[config.mk]
export PLATFORM = sky130hd
export DESIGN_NAME = ftc_ctrl
export DESIGN_NICKNAME = d
export VERILOG_FILES = /design/src/rtl/core/flow_table_classifier_top_defines.svh /design/src/rtl/core/ftc_pkg.sv /design/src/rtl/core/ftc_ctrl.sv
export SDC_FILE = /design/constraint.sdc
export NUM_CORES = 1
export LEC_CHECK = 0
export ABC_AREA = 1
export BUFFER_PORTS_ARGS = -buffer_cell sky130_fd_sc_hd__buf_2
export CAP_MARGIN = 30
export CORE_AREA = 2 2 39 41
export CTS_BUF_LIST = sky130_fd_sc_hd__clkbuf_2 sky130_fd_sc_hd__clkbuf_4 sky130_fd_sc_hd__clkbuf_8
export DETAILED_ROUTE_END_ITERATION = 8
export DIE_AREA = 0 0 41 43
export MAX_ROUTING_LAYER = met4
export PLACE_DENSITY = 0.76
export SYNTH_ARGS = -nofsm -noshare
export SYNTH_HDL_FRONTEND = slang
export SYNTH_SLANG_ARGS = --single-unit
[constraint.sdc]
create_clock -name clk -period 2.6 [get_ports clk]
set_input_delay 0.39 -clock clk [delete_from_list [all_inputs] [get_ports clk]]
set_output_delay 0.39 -clock clk [all_outputs]
set_load 0.02 [all_outputs]
[src/rtl/core/flow_table_classifier_top_defines.svh]
// ----------------------------------------------------------------------------
// Flow table classifier assertion macros
// Shared assertion forms for the classifier top level.
// ----------------------------------------------------------------------------
`ifndef FLOW_TABLE_CLASSIFIER_TOP_DEFINES_SVH
`define FLOW_TABLE_CLASSIFIER_TOP_DEFINES_SVH

// The consequent must hold in the same cycle as the antecedent.
`define FTC_ASSERT_NOW(lbl, ante, cons, msg) \
	lbl: assert property (@(posedge clk) disable iff (!arst_n) (ante) |-> (cons)) \
		else $error(msg);

// The consequent must hold in the cycle after the antecedent.
`define FTC_ASSERT_NEXT(lbl, ante, cons, msg) \
	lbl: assert property (@(posedge clk) disable iff (!arst_n) (ante) |=> (cons)) \
		else $error(msg);

`endif

[src/rtl/core/ftc_pkg.sv]
// ----------------------------------------------------------------------------
// Flow table classifier package
// Types, codes and default sizes shared by the classifier modules.
// ----------------------------------------------------------------------------
package ftc_pkg;

	localparam int TABLE_SLOTS_DEF     = 16;
	localparam int PACKET_BYTES_DEF    = 128;
	localparam int MAX_MATCH_BYTES_DEF = 8;

	typedef enum logic [1:0] {
		KIND_ADD    = 2'd0,
		KIND_REMOVE = 2'd1,
		KIND_BYTE   = 2'd2,
		KIND_TICK   = 2'd3
	} ftc_kind_t;

	typedef enum logic [2:0] {
		OP_EQ = 3'd0,
		OP_NE = 3'd1,
		OP_LT = 3'd2,
		OP_LE = 3'd3,
		OP_GT = 3'd4,
		OP_GE = 3'd5
	} ftc_op_t;

	typedef enum logic [2:0] {
		ST_ADDED     = 3'd0,
		ST_DUPLICATE = 3'd1,
		ST_FULL      = 3'd2,
		ST_REMOVED   = 3'd3,
		ST_NOT_FOUND = 3'd4,
		ST_HIT       = 3'd5,
		ST_NO_MATCH  = 3'd6
	} ftc_status_t;

	typedef struct packed {
		ftc_kind_t   kind;
		logic        list_sel;
		logic [2:0]  compare_op;
		logic [7:0]  byte_offset;
		logic [3:0]  match_len;
		logic        needs_ext;
		logic [63:0] match_value;
		logic [2:0]  action_code;
		logic [15:0] lifetime;
		logic [7:0]  pkt_byte;
		logic [7:0]  ext_len;
		logic        last;
	} ftc_item_t;

	typedef struct packed {
		ftc_status_t status;
		logic [3:0]  hit_slot;
		logic [2:0]  hit_action;
	} ftc_result_t;

	typedef struct packed {
		logic [2:0] action;
		logic       ext;
		logic [3:0] len;
		logic [7:0] offset;
		logic [2:0] op;
	} ftc_fields_t;

	typedef enum logic [3:0] {
		S_IDLE,
		S_DUP,
		S_ADD_WR,
		S_REM,
		S_TICK,
		S_LK_SLOT,
		S_LK_BYTE,
		S_LK_CMP,
		S_LK_END,
		S_RESP
	} ftc_state_t;

	typedef enum logic [3:0] {
		DP_NONE,
		DP_LATCH,
		DP_DUP,
		DP_ADD_WR,
		DP_REM,
		DP_TICK,
		DP_LK_SLOT,
		DP_LK_BYTE,
		DP_LK_CMP,
		DP_LK_END
	} ftc_dp_op_t;

	typedef struct packed {
		ftc_dp_op_t op;
		logic       load_out;
	} ftc_cmd_t;

	typedef struct packed {
		logic idx_last;
		logic dup_hit;
		logic slot_ok;
		logic bytes_done;
	} ftc_stat_t;

endpackage

[src/rtl/core/ftc_ctrl.sv]
// ----------------------------------------------------------------------------
// Flow table classifier controller
// Sequences table scans, packet lookup and response delivery.
// ----------------------------------------------------------------------------
module ftc_ctrl import ftc_pkg::*; (
	input  logic      clk,
	input  logic      arst_n,
	input  logic      in_valid,
	input  ftc_kind_t in_kind,
	input  logic      in_last,
	output logic      in_ready,
	output logic      rsp_valid,
	input  logic      rsp_ready,
	input  ftc_stat_t stat,
	output ftc_cmd_t  cmd
);
	ftc_state_t state_q, state_d;
	logic       rsp_valid_q;

	always_ff @(posedge clk or negedge arst_n) begin
		if (!arst_n) begin
			state_q     <= S_IDLE;
			rsp_valid_q <= 1'b0;
		end else begin
			state_q <= state_d;
			if (cmd.load_out) begin
				rsp_valid_q <= 1'b1;
			end else if (rsp_ready) begin
				rsp_valid_q <= 1'b0;
			end
		end
	end

	always_comb begin
		state_d      = state_q;
		cmd.op       = DP_NONE;
		cmd.load_out = 1'b0;
		in_ready     = 1'b0;
		case (state_q)
			S_IDLE: begin
				in_ready = 1'b1;
				if (in_valid) begin
					cmd.op = DP_LATCH;
					case (in_kind)
						KIND_ADD:    state_d = S_DUP;
						KIND_REMOVE: state_d = S_REM;
						KIND_TICK:   state_d = S_TICK;
						default:     state_d = in_last ? S_LK_SLOT : S_IDLE;
					endcase
				end
			end
			S_DUP: begin
				cmd.op = DP_DUP;
				if (stat.dup_hit) begin
					state_d = S_RESP;
				end else if (stat.idx_last) begin
					state_d = S_ADD_WR;
				end
			end
			S_ADD_WR: begin
				cmd.op  = DP_ADD_WR;
				state_d = S_RESP;
			end
			S_REM: begin
				cmd.op = DP_REM;
				if (stat.idx_last) begin
					state_d = S_RESP;
				end
			end
			S_TICK: begin
				cmd.op = DP_TICK;
				if (stat.idx_last) begin
					state_d = S_IDLE;
				end
			end
			S_LK_SLOT: begin
				cmd.op = DP_LK_SLOT;
				if (stat.slot_ok) begin
					state_d = S_LK_BYTE;
				end else if (stat.idx_last) begin
					state_d = S_LK_END;
				end
			end
			S_LK_BYTE: begin
				cmd.op = DP_LK_BYTE;
				if (stat.bytes_done) begin
					state_d = S_LK_CMP;
				end
			end
			S_LK_CMP: begin
				cmd.op  = DP_LK_CMP;
				state_d = stat.idx_last ? S_LK_END : S_LK_SLOT;
			end
			S_LK_END: begin
				cmd.op  = DP_LK_END;
				state_d = S_RESP;
			end
			S_RESP: begin
				if (!rsp_valid_q || rsp_ready) begin
					cmd.load_out = 1'b1;
					state_d      = S_IDLE;
				end
			end
			default: state_d = S_IDLE;
		endcase
	end

	assign rsp_valid = rsp_valid_q;
endmodule

==> results of run 1 <==
Yosys cell counts, drive strengths merged:
cell	instances
a21oi	1
buf	1
o2111ai	1
dfrtp	5
nor3	2
nand3	13
o21ai	4
nor2	19
nand4	2
inv	17
nand2	32
nand3b	1
routing by layer:
metal / track usage / wire length (µm) / share of wire
met1: 0.2686 / 612 / 0.41
met5: - / 0 / 0
met3: 0 / 111 / 0.075
met2: 0.3031 / 747 / 0.50
met4: 0.08000 / 14 / 0.0094
final cells by class:
type / count / area share
Sequential cell: 5 / 0.1815
Multi-Input combinational cell: 75 / 0.5154
Inverter: 17 / 0.09256
Timing Repair Buffer: 18 / 0.1379
Tap cell: 16 / 0.02904
Clock buffer: 4 / 0.04356
cells in the final DEF, fill, tap and decap left out:
master / n
nand4_1: 2
o2111ai_1: 1
nand3b_1: 1
nand2_1: 29
nor3_1: 2
nand2_4: 1
buf_2: 17
inv_1: 14
nand2_2: 2
inv_2: 3
nand3_1: 13
o21ai_0: 4
nor2_4: 2
a21oi_1: 1
dfrtp_1: 5
nor2_1: 14
nor2_2: 3
dlygate4sd3_1: 1
clkbuf_4: 4
worst min-delay path by stage:
| stage | from | end | slack [ps] |
|---|---|---|---|
| 2_1_floorplan | arst_n | rsp_valid | 90 |
| 5_1_grt | rsp_ready | rsp_valid | 350 |
| 4_1_cts | rsp_ready | rsp_valid | 350 |
| 3_5_place_dp | arst_n | state_q[3] | 210 |
| 6_report | rsp_ready | rsp_valid | 350 |
| 3_3_place_gp | arst_n | state_q[0] | 210 |
critical path, cell delays in order, from the launching register on:
cell and delay (ps):
dfrtp_1 490, nor2_2 280, nand2_2 100, inv_2 90
nand2_1 50, o2111ai_1 60, buf_2 190
power breakdown:
part           switching (mW)  total [mW]  internal [mW]
combinational           0.389       0.576          0.188
clock                  0.0351       0.104         0.0686
sequential             0.0515       0.165          0.114
total                   0.475       0.845          0.370
cells by family after synthesis:
| family | share of synthesized area |
|---|---|
| buffers and inverters | 0.1351 |
| AOI/OAI and AO/OA | 0.06081 |
| DFF | 0.2252 |
| and+or+nand+nor | 0.5788 |
through the flow:
| step | utilization | hold WS, ps | cells | setup slack [ps] |
|---|---|---|---|---|
| floorplan | - | 94.41 | 98 | 1087 |
| global placement | 0.4693 | 209.9 | 130 | 1040 |
| detailed placement | 0.4693 | 211.2 | 130 | 993.1 |
| CTS | 0.4982 | 348.3 | 135 | 708.5 |
| global route | 0.4982 | 354.4 | 135 | 586.3 |
| finish | 0.4982 | 349.4 | 135 | 703.5 |
sequential cells by signal, summed over array words and instances, names as in the netlist:
signal,cells
state_q,4
rsp_valid,1
==> flow_summary.json, run 1 <==
{
  "status": "finished clean",
  "syn_area_per_cell_um2": 5.669,
  "grt_pass1_vias": 576,
  "viasPerCell": 5.037,
  "track_usage": 0.1979,
  "regArea_um2": 125.1,
  "fin_total_pwr_mw": 0.8451,
  "antenna_found_initial": 0,
  "design_area_um2": 689.4,
  "critPathArrivalTime_ps": 1510,
  "syn-instance-count": 98,
  "cts_resized": 0,
  "layout_min_cycle_time_ps": 1897,
  "rsz0062_at_grt": "false",
  "wl_per_cell_um": 11.01,
  "setup_viol": 0,
  "r2r_cells": 8,
  "pin_count": 18,
  "dp_hpwl_um": 1196,
  "syn_area_um2": 555.5,
  "multi_input_area_um2": 355.3,
  "fmax_mhz": 527.3,
  "layout.nets": 131,
  "min_period_over_period": 0.7294,
  "tightestPinTransition_ps": 340.7,
  "grt_pass1_wl_um": 2352,
  "ys_seq_area_frac": 0.2252,
  "cts.sinks": 5,
  "rows": 14,
  "ir_drop_mv": 0.4876,
  "final_layout_size_suffix_gt1_frac": 0.2689,
  "path_clk_slew_ps": 50,
  "holdPathStages": 2,
  "clock_latency_ps": 250,
  "vias": 680,
  "cts_tree": "built",
  "power.density_nw_per_um2": 1226,
  "holdBufCountCts": 1,
  "yosysTopAreaCell": "dfrtp_1",
  "io_buffers": 17,
  "cts_setup_buffers": 0,
  "cts_buffer_depth": 2,
  "hold_violations": 0,
  "cts-root-buf": "clkbuf_4",
  "fill_cells": 152,
  "finClkSkew_ps": 1.254,
  "drc_errors": 0,
  "netlist-cell-type-count": 17,
  "syn_to_final_growth_pct": 24.10,
  "grt_start_max_net_pins": 9,
  "die_y_um": 43,
  "ff2ff_setup_slack_ps": 1200,
  "gr-total-overflow": 0,
  "power_leakage_nw": 0.4215,
  "relSlewSlack": 0.7729,
  "core_um2": 1384,
  "worst_setup_path_start_kind": "flop",
  "slew_violations": 0,
  "crit_type": "flop to primary output",
  "hp-class": "primary input to flop",
  "synth_seq_cells": 5,
  "place_area_um2": 649.4,
  "n_antenna_cell": 0,
  "r2r_end": "state_q[1]",
  "firstDrtPassIters": 5,
  "gp_congestion": 0.9287,
  "fp.dieW_um": 41,
  "syn_nets": 109,
  "cp-end-kind": "primary output",
  "die_area_um2": 1763,
  "crit-reg2reg-launch": "state_q[1]",
  "synthTopCellsByArea": "dfrtp_1 23%, nand2_1 20%, nand3_1 12%",
  "synth_warnings": 0,
  "cp_data_required_time_ps": 2210,
  "cap_violations": 0,
  "critPathLaunch": "state_q[1]",
  "drtAntennaViolNets": 0,
  "cp_max_fo": 8,
  "routed_wl_um": 1487,
  "setup.worst_path.end": "cmd[1]",
  "setup_tns_ps": 0,
  "start_util": 0.4014,
  "synth_top_cell_area_share": 0.2252,
  "cts_buffers": 3,
  "drt_iter0_drc": 25,
  "htree_num_levels": 1
}
No activity file was read; power rests on OpenSTA's default activity.
==> inputs of run 2 (changes only) <==
--- a/config.mk
+++ b/config.mk
@@ -5,7 +5,7 @@
 export SDC_FILE = /design/constraint.sdc
 export NUM_CORES = 1
 export LEC_CHECK = 0
-export ABC_AREA = 1
+export ABC_AREA = 0
 export BUFFER_PORTS_ARGS = -buffer_cell sky130_fd_sc_hd__buf_2
 export CAP_MARGIN = 30
 export CORE_AREA = 2 2 39 41
@@ -13,7 +13,7 @@
 export DETAILED_ROUTE_END_ITERATION = 8
 export DIE_AREA = 0 0 41 43
 export MAX_ROUTING_LAYER = met4
-export PLACE_DENSITY = 0.76
+export PLACE_DENSITY = 0.72
 export SYNTH_ARGS = -nofsm -noshare
 export SYNTH_HDL_FRONTEND = slang
 export SYNTH_SLANG_ARGS = --single-unit
==> constraint.sdc (replaced) <==
create_clock -name clk -period 1.5 [get_ports clk]
set_input_delay 0.225 -clock clk [delete_from_list [all_inputs] [get_ports clk]]
set_output_delay 0.225 -clock clk [all_outputs]
set_load 0.02 [all_outputs]
==> flow_summary.json, run 2 <==
{
  "layout.nets": 108,
  "drt_iter0_drc": 12,
  "yosysTopAreaCell": "dfrtp_1",
  "fin_total_pwr_mw": 2.173,
  "ys_top_cells_by_count": "7 x nand2_1, 6 x nor2_1, 5 x dfrtp_1, 4 x nand2b_1",
  "cap_violations": 0,
  "crit_path_cell_trace": "or2_1 -> o22a_1 -> o22a_1 -> o22a_4 -> mux2_4",
  "worst_setup_path_start_kind": "flop",
  "cp_slowest_stage_delay_ps": 420,
  "firstDrtPassIters": 4,
  "syn_area_um2": 479.2,
  "path_clk_slew_ps": 40,
  "slew_violations": 0,
  "pre_cts_slack_ps": -206.3,
  "cp_common_cell": "o22a_1",
  "syn_nets": 71,
  "wl_met3_um": 49,
  "io_buffers": 17,
  "critPathSlowestCell": "dfrtp_1",
  "relSlewSlack": 0.8028,
  "drc_errors": 0,
  "largest-register": "state_q",
  "hold_slack_ps": 319.3,
  "hp-class": "primary input to async pin",
  "cts.sinks": 5,
  "layout_min_cycle_time_ps": 1723,
  "async_flop_share": 1.000,
  "ff2ff_setup_slack_ps": -220,
  "synthTopCellsByArea": "dfrtp_1 26%, mux2_4 9.4%, nand2_1 5.5%",
  "wl_met2_um": 720,
  "cts_buffers": 3,
  "cp_data_required_time_ps": 1630,
  "violations": "negative setup slack",
  "crit-reg2reg-launch": "state_q[2]",
  "vias": 597,
  "critPathLaunch": "state_q[2]",
  "die_y_um": 43,
  "rows": 14,
  "synth_warnings": 0,
  "core_um2": 1384,
  "status": "finished with violations",
  "clock_latency_ps": 250,
  "fp.dieW_um": 41,
  "n_antenna_cell": 0,
  "fmax_mhz": 580.3,
  "critPathArrivalTime_ps": 1850,
  "yosysMostFrequentCell": "nand2_1",
  "grt_pass1_wl_um": 2366,
  "largest_reg_flops": 4,
  "synth-edff-count": 0,
  "cp-end-kind": "flop",
  "synth_top_cell_area_share": 0.2611,
  "finClkSkew_ps": 0.9426,
  "worst_slack_ps": -223.4,
  "setup_viol": 10,
  "r2r_cells": 5,
  "gp_congestion": 0.9627,
  "drtAntennaViolNets": 0,
  "utilization": 0.6320,
  "viasPerCell": 5.330,
  "fill_cells": 111,
  "gr-total-overflow": 0,
  "netlist-cell-type-count": 29,
  "min_period_over_period": 1.149,
  "synth_seq_cells": 5,
  "wl_per_cell_um": 13.51,
  "cts_tree": "built",
  "dp_hpwl_um": 1026,
  "power_leakage_nw": 0.4145,
  "antenna_found_initial": 0,
  "cp_max_fo": 4,
  "crit_type": "flop to flop",
  "mostFrequentLayoutCells": "16 x buf_4, 12 x buf_2, 7 x buf_6, 6 x nand2_1, 5 x nor2_1",
  "ir_drop_mv": 1.039,
  "track_usage": 0.2060,
  "cts_buffer_depth": 2,
  "start_util": 0.3463,
  "syn_to_final_growth_pct": 82.51,
  "ys_seq_area_frac": 0.2611,
  "final_layout_size_suffix_gt1_frac": 0.5729,
  "r2r_end": "state_q[1]",
  "top_layer_used": "met4",
  "grt_start_max_net_pins": 14,
  "routed_wl_um": 1513,
  "hold_violations": 0,
  "mostFrequentLayoutCell": "buf_4",
  "power.density_nw_per_um2": 2485,
  "htree_num_levels": 1,
  "rsz0062_at_grt": "true",
  "grt_pass1_vias": 535,
  "cts-root-buf": "clkbuf_4",
  "met1_length_um": 703,
  "tightestPinTransition_ps": 293.6,
  "pin_count": 18,
  "syn-instance-count": 60,
  "synth_ff_type": "dfrtp_1",
  "die_area_um2": 1763,
  "syn_area_per_cell_um2": 7.987
}
## run 2: cell count changes after synthesis, sizes merged, moves of 2 or more
cell    before  now
nand2b       0    4
nand3       13    0
a21oi        1    3
nand4        2    0
nor2b        0    2
mux2         0    3
o22a         0    3
inv         17    1
clkbuf       0    3
xnor2        0    2
nand2       32    7
nor2        19    6
a211oi       0    2
o31ai        0    2
## run 2: what timing repair did
item | 4_1_cts | 5_1_grt
setup endpoints to repair | 9 | 10
hold buffers | 1 | 0
buffers inserted | 4 | 1
pin swaps | 3 | 2
gates resized for setup | 22 | 10
hold endpoints to repair | 5 | 0
## run 2: layout make-up
| type | count | area [µm²] | share of cell area |
|---|---|---|---|
| timing repair buffer | 36 | 269.0 | 0.3076 |
| multi-input combinational | 50 | 422.9 | 0.4835 |
| inverter | 1 | 6.256 | 0.007153 |
| sequential | 5 | 126.4 | 0.1445 |
| clock buffer | 4 | 30.03 | 0.03433 |
| tap | 16 | 20.02 | 0.02289 |
## run 2: cells by family (layout without fill, tap and decap cells)
| logic type | count (synthesis) | count (layout) | share of synthesized area |
|---|---|---|---|
| AO/OA/AOI/OAI | 19 | 19 | 0.2898 |
| XOR/XNOR | 2 | 2 | 0.03656 |
| buffers and inverters | 5 | 41 | 0.04176 |
| flip-flops | 5 | 5 | 0.2611 |
| multiplexers | 4 | 4 | 0.1149 |
| AND/OR/NAND/NOR | 25 | 25 | 0.2559 |
## run 2: power by group
group          internal (mW)  switching, mW
Clock                  0.119         0.0576
Combinational          0.934          0.792
Sequential             0.202         0.0686
## run 2: per-layer routing
layer / vias to the layer above / GRT usage
li1: 291 / -
met1: 287 / 0.2677
met2: 15 / 0.3188
met3: 4 / 0.01571
met4: 0 / 0.08000
met5: - / -
## run 2: how the worst max path moves through the flow
stage            endpoint  depth (start not counted)
4_1_cts        state_q[1]                          5
5_1_grt            cmd[4]                          6
2_1_floorplan  state_q[0]                          5
6_report       state_q[1]                          5
3_3_place_gp   state_q[1]                          5
3_5_place_dp   state_q[0]                          5
## run 2: critical path: cells and delay by family, from the launching register on
kind	cells	cell delay, ps
DFF	1	420
AOI/OAI and AO/OA	3	630
muxes	1	300
and+or+nand+nor	1	260
## run 2: stage by stage
stage / cells / area, µm² / setup TNS [ps]
3_5_place_dp: 102 / 665.6 / -654.6
2_1_floorplan: 60 / 479.2 / -505.0
6_report: 112 / 874.6 / -1589
5_1_grt: 112 / 874.6 / -2049
3_3_place_gp: 102 / 665.6 / -358.9
4_1_cts: 111 / 810.8 / -1550
