===== src/rtl/core/flow_table_classifier_top_defines.svh =====
// ----------------------------------------------------------------------------
// Flow table classifier assertion macros
// Shared assertion forms for the classifier top level.
// ----------------------------------------------------------------------------
`ifndef FLOW_TABLE_CLASSIFIER_TOP_DEFINES_SVH
`define FLOW_TABLE_CLASSIFIER_TOP_DEFINES_SVH

// The consequent must hold in the same cycle as the antecedent.
`define FTC_ASSERT_NOW(lbl, ante, cons, msg) \
	lbl: assert property (@(posedge clk) disable iff (!arst_n) (ante) |-> (cons)) \
		else $error(msg);

// The consequent must hold in the cycle after the antecedent.
`define FTC_ASSERT_NEXT(lbl, ante, cons, msg) \
	lbl: assert property (@(posedge clk) disable iff (!arst_n) (ante) |=> (cons)) \
		else $error(msg);

`endif


===== src/rtl/core/ftc_pkg.sv =====
// ----------------------------------------------------------------------------
// Flow table classifier package
// Types, codes and default sizes shared by the classifier modules.
// ----------------------------------------------------------------------------
package ftc_pkg;

	localparam int TABLE_SLOTS_DEF     = 16;
	localparam int PACKET_BYTES_DEF    = 128;
	localparam int MAX_MATCH_BYTES_DEF = 8;

	typedef enum logic [1:0] {
		KIND_ADD    = 2'd0,
		KIND_REMOVE = 2'd1,
		KIND_BYTE   = 2'd2,
		KIND_TICK   = 2'd3
	} ftc_kind_t;

	typedef enum logic [2:0] {
		OP_EQ = 3'd0,
		OP_NE = 3'd1,
		OP_LT = 3'd2,
		OP_LE = 3'd3,
		OP_GT = 3'd4,
		OP_GE = 3'd5
	} ftc_op_t;

	typedef enum logic [2:0] {
		ST_ADDED     = 3'd0,
		ST_DUPLICATE = 3'd1,
		ST_FULL      = 3'd2,
		ST_REMOVED   = 3'd3,
		ST_NOT_FOUND = 3'd4,
		ST_HIT       = 3'd5,
		ST_NO_MATCH  = 3'd6
	} ftc_status_t;

	typedef struct packed {
		ftc_kind_t   kind;
		logic        list_sel;
		logic [2:0]  compare_op;
		logic [7:0]  byte_offset;
		logic [3:0]  match_len;
		logic        needs_ext;
		logic [63:0] match_value;
		logic [2:0]  action_code;
		logic [15:0] lifetime;
		logic [7:0]  pkt_byte;
		logic [7:0]  ext_len;
		logic        last;
	} ftc_item_t;

	typedef struct packed {
		ftc_status_t status;
		logic [3:0]  hit_slot;
		logic [2:0]  hit_action;
	} ftc_result_t;

	typedef struct packed {
		logic [2:0] action;
		logic       ext;
		logic [3:0] len;
		logic [7:0] offset;
		logic [2:0] op;
	} ftc_fields_t;

	typedef enum logic [3:0] {
		S_IDLE,
		S_DUP,
		S_ADD_WR,
		S_REM,
		S_TICK,
		S_LK_SLOT,
		S_LK_BYTE,
		S_LK_CMP,
		S_LK_END,
		S_RESP
	} ftc_state_t;

	typedef enum logic [3:0] {
		DP_NONE,
		DP_LATCH,
		DP_DUP,
		DP_ADD_WR,
		DP_REM,
		DP_TICK,
		DP_LK_SLOT,
		DP_LK_BYTE,
		DP_LK_CMP,
		DP_LK_END
	} ftc_dp_op_t;

	typedef struct packed {
		ftc_dp_op_t op;
		logic       load_out;
	} ftc_cmd_t;

	typedef struct packed {
		logic idx_last;
		logic dup_hit;
		logic slot_ok;
		logic bytes_done;
	} ftc_stat_t;

endpackage


===== src/rtl/core/ftc_ram.sv =====
// ----------------------------------------------------------------------------
// Flow table classifier RAM
// Single write port, single read port, registered read data.
// ----------------------------------------------------------------------------
module ftc_ram #(
	parameter int WIDTH = 8,
	parameter int DEPTH = 128
) (
	input  logic                     clk,
	input  logic                     we,
	input  logic [$clog2(DEPTH)-1:0] waddr,
	input  logic [WIDTH-1:0]         wdata,
	input  logic [$clog2(DEPTH)-1:0] raddr,
	output logic [WIDTH-1:0]         rdata
);
	logic [WIDTH-1:0] mem [DEPTH];

	always_ff @(posedge clk) begin
		if (we) begin
			mem[waddr] <= wdata;
		end
		rdata <= mem[raddr];
	end
endmodule


===== src/rtl/core/ftc_dp.sv =====
// ----------------------------------------------------------------------------
// Flow table classifier datapath
// Rule table, packet buffer, scan index, byte gather and compare.
// ----------------------------------------------------------------------------
module ftc_dp import ftc_pkg::*; #(
	parameter int TABLE_SLOTS     = TABLE_SLOTS_DEF,
	parameter int PACKET_BYTES    = PACKET_BYTES_DEF,
	parameter int MAX_MATCH_BYTES = MAX_MATCH_BYTES_DEF
) (
	input  logic        clk,
	input  logic        arst_n,
	input  ftc_item_t   item,
	input  logic        refresh,
	input  ftc_cmd_t    cmd,
	output ftc_stat_t   stat,
	output ftc_result_t result
);
	localparam int SW   = $clog2(TABLE_SLOTS);
	localparam int CNTW = $clog2(TABLE_SLOTS + 1);
	localparam int AW   = $clog2(PACKET_BYTES);
	localparam int PCW  = $clog2(PACKET_BYTES + 1);

	logic [TABLE_SLOTS-1:0] slot_valid_q;
	logic [TABLE_SLOTS-1:0] slot_list_q;
	logic [SW-1:0]          slot_order_q  [TABLE_SLOTS];
	logic [63:0]            slot_rule_q   [TABLE_SLOTS];
	ftc_fields_t            slot_fields_q [TABLE_SLOTS];
	logic [15:0]            slot_reload_q [TABLE_SLOTS];
	logic [15:0]            slot_rem_q    [TABLE_SLOTS];
	logic [CNTW-1:0]        ins_cnt_q;
	logic [PCW-1:0]         pkt_cnt_q;

	logic        lsel_q;
	ftc_fields_t fld_q;
	logic [63:0] val_q;
	logic [15:0] life_q;
	logic [7:0]  extl_q;

	logic [SW-1:0] idx_q;
	logic          free_vld_q;
	logic [SW-1:0] free_slot_q;
	logic          found_q;
	logic          best_vld_q;
	logic [SW-1:0] best_slot_q;
	logic [SW-1:0] best_ord_q;
	logic [2:0]    best_act_q;
	logic [15:0]   best_reload_q;
	logic [AW-1:0] ptr_q;
	logic [3:0]    kcnt_q;
	logic [63:0]   pv_q;
	ftc_result_t   res_q;
	ftc_result_t   out_q;

	logic [3:0]    len_n;
	logic [63:0]   val_n;
	ftc_fields_t   fld_n;
	logic          cur_valid;
	ftc_fields_t   cur_fld;
	logic [SW-1:0] cur_order;
	logic [15:0]   cur_rem;
	logic [15:0]   rem_dec;
	logic          match_cur;
	logic          tick_live;
	logic          free_now;
	logic          add_now;
	logic          byte_wr;
	logic          holds;
	logic [8:0]    pos;
	logic [9:0]    end_pos;
	logic [AW-1:0] ram_raddr;
	logic [7:0]    ram_rdata;

	function automatic logic op_holds(logic [2:0] op, logic [63:0] r, logic [63:0] p);
		case (ftc_op_t'(op))
			OP_EQ:   return r == p;
			OP_NE:   return r != p;
			OP_LT:   return r < p;
			OP_LE:   return r <= p;
			OP_GT:   return r > p;
			OP_GE:   return r >= p;
			default: return 1'b0;
		endcase
	endfunction

	always_comb begin
		if (item.match_len == 4'd0) begin
			len_n = 4'd1;
		end else if (item.match_len > 4'(MAX_MATCH_BYTES)) begin
			len_n = 4'(MAX_MATCH_BYTES);
		end else begin
			len_n = item.match_len;
		end
		for (int b = 0; b < 8; b++) begin
			val_n[8*b +: 8] = (b < int'(len_n)) ? item.match_value[8*b +: 8] : 8'd0;
		end
		fld_n.action = item.action_code;
		fld_n.ext    = item.needs_ext;
		fld_n.len    = len_n;
		fld_n.offset = item.byte_offset;
		fld_n.op     = item.compare_op;
	end

	assign cur_valid = slot_valid_q[idx_q];
	assign cur_fld   = slot_fields_q[idx_q];
	assign cur_order = slot_order_q[idx_q];
	assign cur_rem   = slot_rem_q[idx_q];
	assign rem_dec   = (cur_rem == 16'd0) ? 16'd0 : cur_rem - 16'd1;
	assign match_cur = cur_valid && (cur_fld == fld_q) && (slot_rule_q[idx_q] == val_q);
	assign tick_live = cur_valid && (slot_reload_q[idx_q] != 16'd0);
	assign free_now  = ((cmd.op == DP_REM) && match_cur)
		|| ((cmd.op == DP_TICK) && tick_live && (rem_dec == 16'd0));
	assign add_now   = (cmd.op == DP_ADD_WR) && free_vld_q;
	assign byte_wr   = (cmd.op == DP_LATCH) && (item.kind == KIND_BYTE)
		&& (pkt_cnt_q < PCW'(PACKET_BYTES));
	assign pos       = 9'(cur_fld.offset) + (cur_fld.ext ? 9'(extl_q) : 9'd0);
	assign end_pos   = 10'(pos) + 10'(cur_fld.len);
	assign holds     = op_holds(cur_fld.op, slot_rule_q[idx_q], pv_q);
	assign ram_raddr = (cmd.op == DP_LK_SLOT) ? AW'(pos) : ptr_q;

	assign stat.idx_last   = (idx_q == SW'(TABLE_SLOTS - 1));
	assign stat.dup_hit    = match_cur && (slot_list_q[idx_q] == lsel_q);
	assign stat.slot_ok    = cur_valid && (slot_list_q[idx_q] == lsel_q)
		&& (end_pos <= 10'(pkt_cnt_q));
	assign stat.bytes_done = (kcnt_q == cur_fld.len);

	ftc_ram #(.WIDTH(8), .DEPTH(PACKET_BYTES)) u_pkt_ram (
		.clk   (clk),
		.we    (byte_wr),
		.waddr (AW'(pkt_cnt_q)),
		.wdata (item.pkt_byte),
		.raddr (ram_raddr),
		.rdata (ram_rdata)
	);

	always_ff @(posedge clk or negedge arst_n) begin
		if (!arst_n) begin
			slot_valid_q <= '0;
			ins_cnt_q    <= '0;
			pkt_cnt_q    <= '0;
		end else begin
			if (free_now) begin
				slot_valid_q[idx_q] <= 1'b0;
				if (ins_cnt_q != '0) begin
					ins_cnt_q <= ins_cnt_q - CNTW'(1);
				end
			end
			if (add_now) begin
				slot_valid_q[free_slot_q] <= 1'b1;
				ins_cnt_q                 <= ins_cnt_q + CNTW'(1);
			end
			if (byte_wr) begin
				pkt_cnt_q <= pkt_cnt_q + PCW'(1);
			end
			if (cmd.op == DP_LK_END) begin
				pkt_cnt_q <= '0;
			end
		end
	end

	always_ff @(posedge clk) begin
		for (int j = 0; j < TABLE_SLOTS; j++) begin
			if (free_now && slot_valid_q[j] && (slot_order_q[j] > cur_order)) begin
				slot_order_q[j] <= slot_order_q[j] - SW'(1);
			end
		end
		if (add_now) begin
			slot_list_q[free_slot_q]   <= lsel_q;
			slot_fields_q[free_slot_q] <= fld_q;
			slot_rule_q[free_slot_q]   <= val_q;
			slot_order_q[free_slot_q]  <= SW'(ins_cnt_q);
			slot_reload_q[free_slot_q] <= life_q;
			slot_rem_q[free_slot_q]    <= life_q;
		end
		if ((cmd.op == DP_TICK) && tick_live) begin
			slot_rem_q[idx_q] <= rem_dec;
		end
		if ((cmd.op == DP_LK_END) && best_vld_q && refresh) begin
			slot_rem_q[best_slot_q] <= best_reload_q;
		end
	end

	always_ff @(posedge clk) begin
		case (cmd.op)
			DP_LATCH: begin
				lsel_q           <= item.list_sel;
				fld_q            <= fld_n;
				val_q            <= val_n;
				life_q           <= item.lifetime;
				extl_q           <= item.ext_len;
				idx_q            <= '0;
				free_vld_q       <= 1'b0;
				found_q          <= 1'b0;
				best_vld_q       <= 1'b0;
				res_q.hit_slot   <= 4'd0;
				res_q.hit_action <= 3'd0;
				case (item.kind)
					KIND_ADD:    res_q.status <= ST_FULL;
					KIND_REMOVE: res_q.status <= ST_NOT_FOUND;
					default:     res_q.status <= ST_NO_MATCH;
				endcase
			end
			DP_DUP: begin
				idx_q <= idx_q + SW'(1);
				if (stat.dup_hit) begin
					res_q.status   <= ST_DUPLICATE;
					res_q.hit_slot <= 4'(idx_q);
				end
				if (!cur_valid && !free_vld_q) begin
					free_vld_q  <= 1'b1;
					free_slot_q <= idx_q;
				end
			end
			DP_ADD_WR: begin
				if (free_vld_q) begin
					res_q.status   <= ST_ADDED;
					res_q.hit_slot <= 4'(free_slot_q);
				end
			end
			DP_REM: begin
				idx_q <= idx_q + SW'(1);
				if (match_cur && !found_q) begin
					found_q        <= 1'b1;
					res_q.status   <= ST_REMOVED;
					res_q.hit_slot <= 4'(idx_q);
				end
			end
			DP_TICK: begin
				idx_q <= idx_q + SW'(1);
			end
			DP_LK_SLOT: begin
				if (stat.slot_ok) begin
					ptr_q  <= AW'(pos) + AW'(1);
					kcnt_q <= 4'd1;
					pv_q   <= '0;
				end else begin
					idx_q <= idx_q + SW'(1);
				end
			end
			DP_LK_BYTE: begin
				pv_q <= {pv_q[55:0], ram_rdata};
				if (!stat.bytes_done) begin
					ptr_q  <= ptr_q + AW'(1);
					kcnt_q <= kcnt_q + 4'd1;
				end
			end
			DP_LK_CMP: begin
				idx_q <= idx_q + SW'(1);
				if (holds && (!best_vld_q || (cur_order < best_ord_q))) begin
					best_vld_q    <= 1'b1;
					best_slot_q   <= idx_q;
					best_ord_q    <= cur_order;
					best_act_q    <= cur_fld.action;
					best_reload_q <= slot_reload_q[idx_q];
				end
			end
			DP_LK_END: begin
				if (best_vld_q) begin
					res_q.status     <= ST_HIT;
					res_q.hit_slot   <= 4'(best_slot_q);
					res_q.hit_action <= best_act_q;
				end
			end
			default: ;
		endcase
		if (cmd.load_out) begin
			out_q <= res_q;
		end
	end

	assign result = out_q;
endmodule


===== config.mk =====
export PLATFORM = sky130hd
export DESIGN_NAME = ftc_dp
export DESIGN_NICKNAME = d
export VERILOG_FILES = /design/src/rtl/core/flow_table_classifier_top_defines.svh /design/src/rtl/core/ftc_pkg.sv /design/src/rtl/core/ftc_ram.sv /design/src/rtl/core/ftc_dp.sv
export SDC_FILE = /design/constraint.sdc
export NUM_CORES = 2
export LEC_CHECK = 0
export BUFFER_PORTS_ARGS = -buffer_cell sky130_fd_sc_hd__clkbuf_2
export CORE_AREA = 3 3 671 673
export CTS_CLUSTER_DIAMETER = 30
export DETAILED_ROUTE_END_ITERATION = 6
export DIE_AREA = 0 0 674 676
export PLACE_DENSITY = 0.47
export SLEW_MARGIN = 25
export SYNTH_ARGS = -nofsm -noshare
export SYNTH_HDL_FRONTEND = slang
export SYNTH_SLANG_ARGS = --single-unit

===== constraint.sdc =====
create_clock -name clk -period 11.6 [get_ports clk]
set_clock_uncertainty 0.1 [all_clocks]
set_input_delay 1.16 -clock clk [delete_from_list [all_inputs] [get_ports clk]]
set_output_delay 1.16 -clock clk [all_outputs]
set_load 0.1 [all_outputs]

==> results.cfg <==
[outcome]
status = complete, no violations

[cts]
clock_latency_ns = 1.07
numCtsBuffers = 745
worst_setup_hold_path_clk_slew_ns = 0.05
clk_path_buf_depth = 4
cts_root_buf = clkbuf_16
post_cts_resized = 0
post-cts-setup-buffer-count = 0
cts_tree = done
clkSinkCount = 3226
ctsHtreeMaxLevel = 6
cts-hold-fix-buffers = 0

[synthesis]
async_flop_share_pct = 0.8989
post_synth_instance_area_sq_mm = 0.1335
post_synth_num_cell_types = 85
ys_dominant_reg_cell = edfxtp_1
yosys.area_share.xor_xnor_pct = 0.7678
yosys_register_bits = 3226
yosys.area_share.adder_pct = 1.714
synth_top_family_by_area = multiplexers
synth_enable_flop_cells = 3185
synth_seq_area_share_pct = 72.39
synth_warnings = 0
synthesis.instances = 6877
yosys-mux-area-fraction_pct = 16.52
synth.net_count = 7185
synth_compound_area_share_pct = 3.146
synth_simple_gate_area_share_pct = 3.542
synthesis.area_per_instance_sq_um = 19.41

[die]
placementRows = 245
die_area_sq_mm = 0.4556
fp.dieW_um = 674
ios = 141
core_area_sq_mm = 0.4448
start_util_pct = 30.01
die_height_um = 676

[routing]
detail_route.wl_per_cell_um = 28.58
drt_wl_total_um = 404700
drt_pass1_iterations = 6
ant_nets = 0
drt_iter0_drc = 6737
drt_drc_violations_left = 0
dr_total_vias = 71280
post_drt_via_cell_ratio = 5.034

[placed_design]
preCtsSetupSlack_ns = 2.935
placed_instances = 12760
routabilityCongestion = 0.8529
hpwl_um = 241300
place.port_buffers = 139

[worst_setup_path]
reg2reg_setup_slack_ns = 3.36
r2r.worst_path.cells = 26
crit_fanout = 40
critPathArrivalTime_ns = 7.85
crit_required_ns = 10.34
setup.worst_path.start_class = flip-flop
r2r-end = kcnt_q[3]$_SDFFCE_PN0P_
worstSetupEndpointType = primary output
timing.critical_path.to = stat[1]
path_class = reg2out

[power]
combPwrFrac_pct = 7.8
pwr_density_cell_mw_per_mm2 = 222.4
switchingPower_uw = 8747
power.leakage_uw = 0.05566
seq_power_share_pct = 34.9
total_power_uw = 37280
internal_power_uw = 28530
swShare_pct = 23.46
vdd.ir_drop.worst_v = 0.0001552
share_clk_of_total_power_pct = 57.3

[cells_and_area]
final_layout_size_suffix_gt1_share_pct = 30.51
area.growth.synth_to_final_pct = 25.59
final_common_cell = edfxtp_1
multi_input_area_sq_mm = 0.03453
mostFrequentLayoutCells = edfxtp_1, mux4_2, clkbuf_16
fillCellCount = 40590
area.sequential_sq_mm = 0.09663
final_cell_count_no_fill = 14160
nNetsFinal = 7888

[flow_run]
maxCapViolations = 0

[global_routing]
largest_net_degree_at_the_start_of_global_routing = 129
grtUsageTotal_pct = 17.47
grt_first_pass_wirelength_um = 571600
grt_busiest_layer = met2
met2_usage_pct = 28.59
grt_pass1_vias = 75520
gr-usage-met1_pct = 23.07
grt_remaining_overflow = 0
grt_util_met3_pct = 3.565
number_of_antenna_violations_at_the_first_check_in_global_routing = 19

[sta]
period_needed_ns = 9.105
hold_viol = 0
rsz0062_at_grt = false
fin_hold_ws_ns = 0.1313
max_slew_margin_pct = 20.82
final.setup.worst_slack_ns = 2.495
final_setup_violation_count = 0
layout_worst_path_cycle_share_pct = 78.49
timing_max_transition_violations_final = 0
max_slew.worst_pin.slew_ns = 1.188
fmax_ghz = 0.1098
totalNegativeSetupSlack_ns = 0

[hold_path]
hold_class = in2async
## power groups by stage
stage                     Clock (uW)  Sequential (uW)  Combinational, uW
after floorplan                    0            13100               1890
after global placement             0            13200               2920
after detailed placement           0            13200               2920
after CTS                      21700            13000               2930
after global routing           22400            13000               3100
final                          21400            13000               2900
## flip-flops by register name, summed over array words and instances, names as in the netlist, 5 cells and up, named ones only
register and cells:
u_pkt_ram.rdata 8, pkt_cnt_q 8, slot_fields_q 304, slot_order_q 64, val_q 64, best_reload_q 16
fld_q 19, res_q 10, slot_reload_q 256, slot_rem_q 256, slot_rule_q 1024, extl_q 8
slot_list_q 16, pv_q 64, u_pkt_ram.mem 1024, result 10, slot_valid_q 16, ins_cnt_q 5
life_q 16, ptr_q 7
## layer usage
metal  vias to the layer above  share of wire [%]  wire, um
li1                      29860                  -         -
met1                     38260                 42    170700
met2                      2502                 48    196000
met3                       655                6.0     24170
met4                         6                3.4     13820
met5                         -              0.010        41
## worst max-delay path: stages, from the launching register on
cell and delay (ns):
dfxtp_4 0.89, buf_4 0.69, mux4_2 0.35, nand2_1 0.06, nand2_1 0.14, nor2_1 0.05, a21oi_1 0.63, ha_1 0.33
fa_1 0.52, ha_1 0.32, a21o_1 0.16, a21oi_1 0.21, nor2b_1 0.08, o21a_1 0.20, xor2_1 0.15, ha_1 0.31
nand4_1 0.12, nor2_1 0.06, nor2_1 0.09, nand2_1 0.06, a21o_1 0.18, a21oi_1 0.14, o211ai_1 0.09, a21oi_1 0.15
buf_4 0.23, clkbuf_2 0.49
## stage by stage
stage	cell area, sq um	utilization (%)
global route	167600	37.68
global placement	141400	31.80
finish	167600	37.68
detailed placement	141500	31.81
CTS	167600	37.67
floorplan	133500	-
## layout make-up
cell class | count | share of cell area (%)
Antenna cell | 16 | 0.02389
Clock buffer | 828 | 11.35
Clock inverter | 555 | 4.194
Inverter | 189 | 0.5009
Multi-Input combinational cell | 3116 | 20.60
Sequential cell | 3226 | 57.65
Tap cell | 5928 | 4.425
Timing Repair Buffer | 302 | 1.253
## logic make-up (layout without fill, tap and decap cells)
kind of cell / count (synthesis) / after routing
other cells: 0 / 16
mux: 1141 / 1141
buf+inv: 535 / 1874
compound gates: 643 / 643
xor+xnor: 117 / 117
simple gates: 1034 / 1034
fa+ha+maj: 181 / 181
flops: 3226 / 3226
## worst min path at each step
stage,to,slack (ns),depth (start not counted),startpoint
after floorplan,result[0]$_DFFE_PP_,0.30,0,res_q[0]$_SDFFCE_PN0P_
after global placement,ins_cnt_q[4]$_DFFE_PN0P_,0.41,1,ins_cnt_q[4]$_DFFE_PN0P_
after detailed placement,res_q[2]$_SDFFCE_PN0P_,0.40,1,best_act_q[2]$_DFFE_PP_
after CTS,extl_q[5]$_DFFE_PP_,0.06,1,item[6]
after global routing,extl_q[2]$_DFFE_PP_,0.11,1,item[3]
final,slot_valid_q[5]$_DFF_PN0_,0.13,1,arst_n
## synthesized netlist by cell type (7+ instances only)
cell,number,area (sq um)
a211oi_1,10,75.07
a21o_1,38,285.3
a21oi_1,168,840.8
a221oi_1,17,148.9
a222oi_1,7,70.07
a22o_1,11,96.34
a22oi_1,33,247.7
a31oi_1,26,162.7
a32oi_1,9,78.83
and2_1,50,312.8
and3_1,15,93.84
buf_1,66,247.7
buf_2,52,260.3
buf_4,46,345.3
buf_6,42,473.0
clkbuf_1,139,521.8
dfrtp_1,29,725.7
dfxtp_1,12,240.2
edfxtp_1,3185,95640
ha_1,178,2227
inv_1,187,701.9
mux2_2,88,991.0
mux2i_1,212,2122
mux4_2,840,18920
nand2_1,277,1040
nand2b_1,21,131.4
nand3_1,49,245.2
nand4_1,46,287.8
nor2_1,398,1494
nor2b_1,85,531.8
nor3_1,45,225.2
nor4_1,13,81.33
o211ai_1,75,563.0
o21a_1,30,225.2
o21ai_0,124,620.6
o22ai_1,26,162.7
o31ai_1,9,67.56
xnor2_1,91,797.0
xor2_1,26,227.7
(Power assumes the default switching activity.)
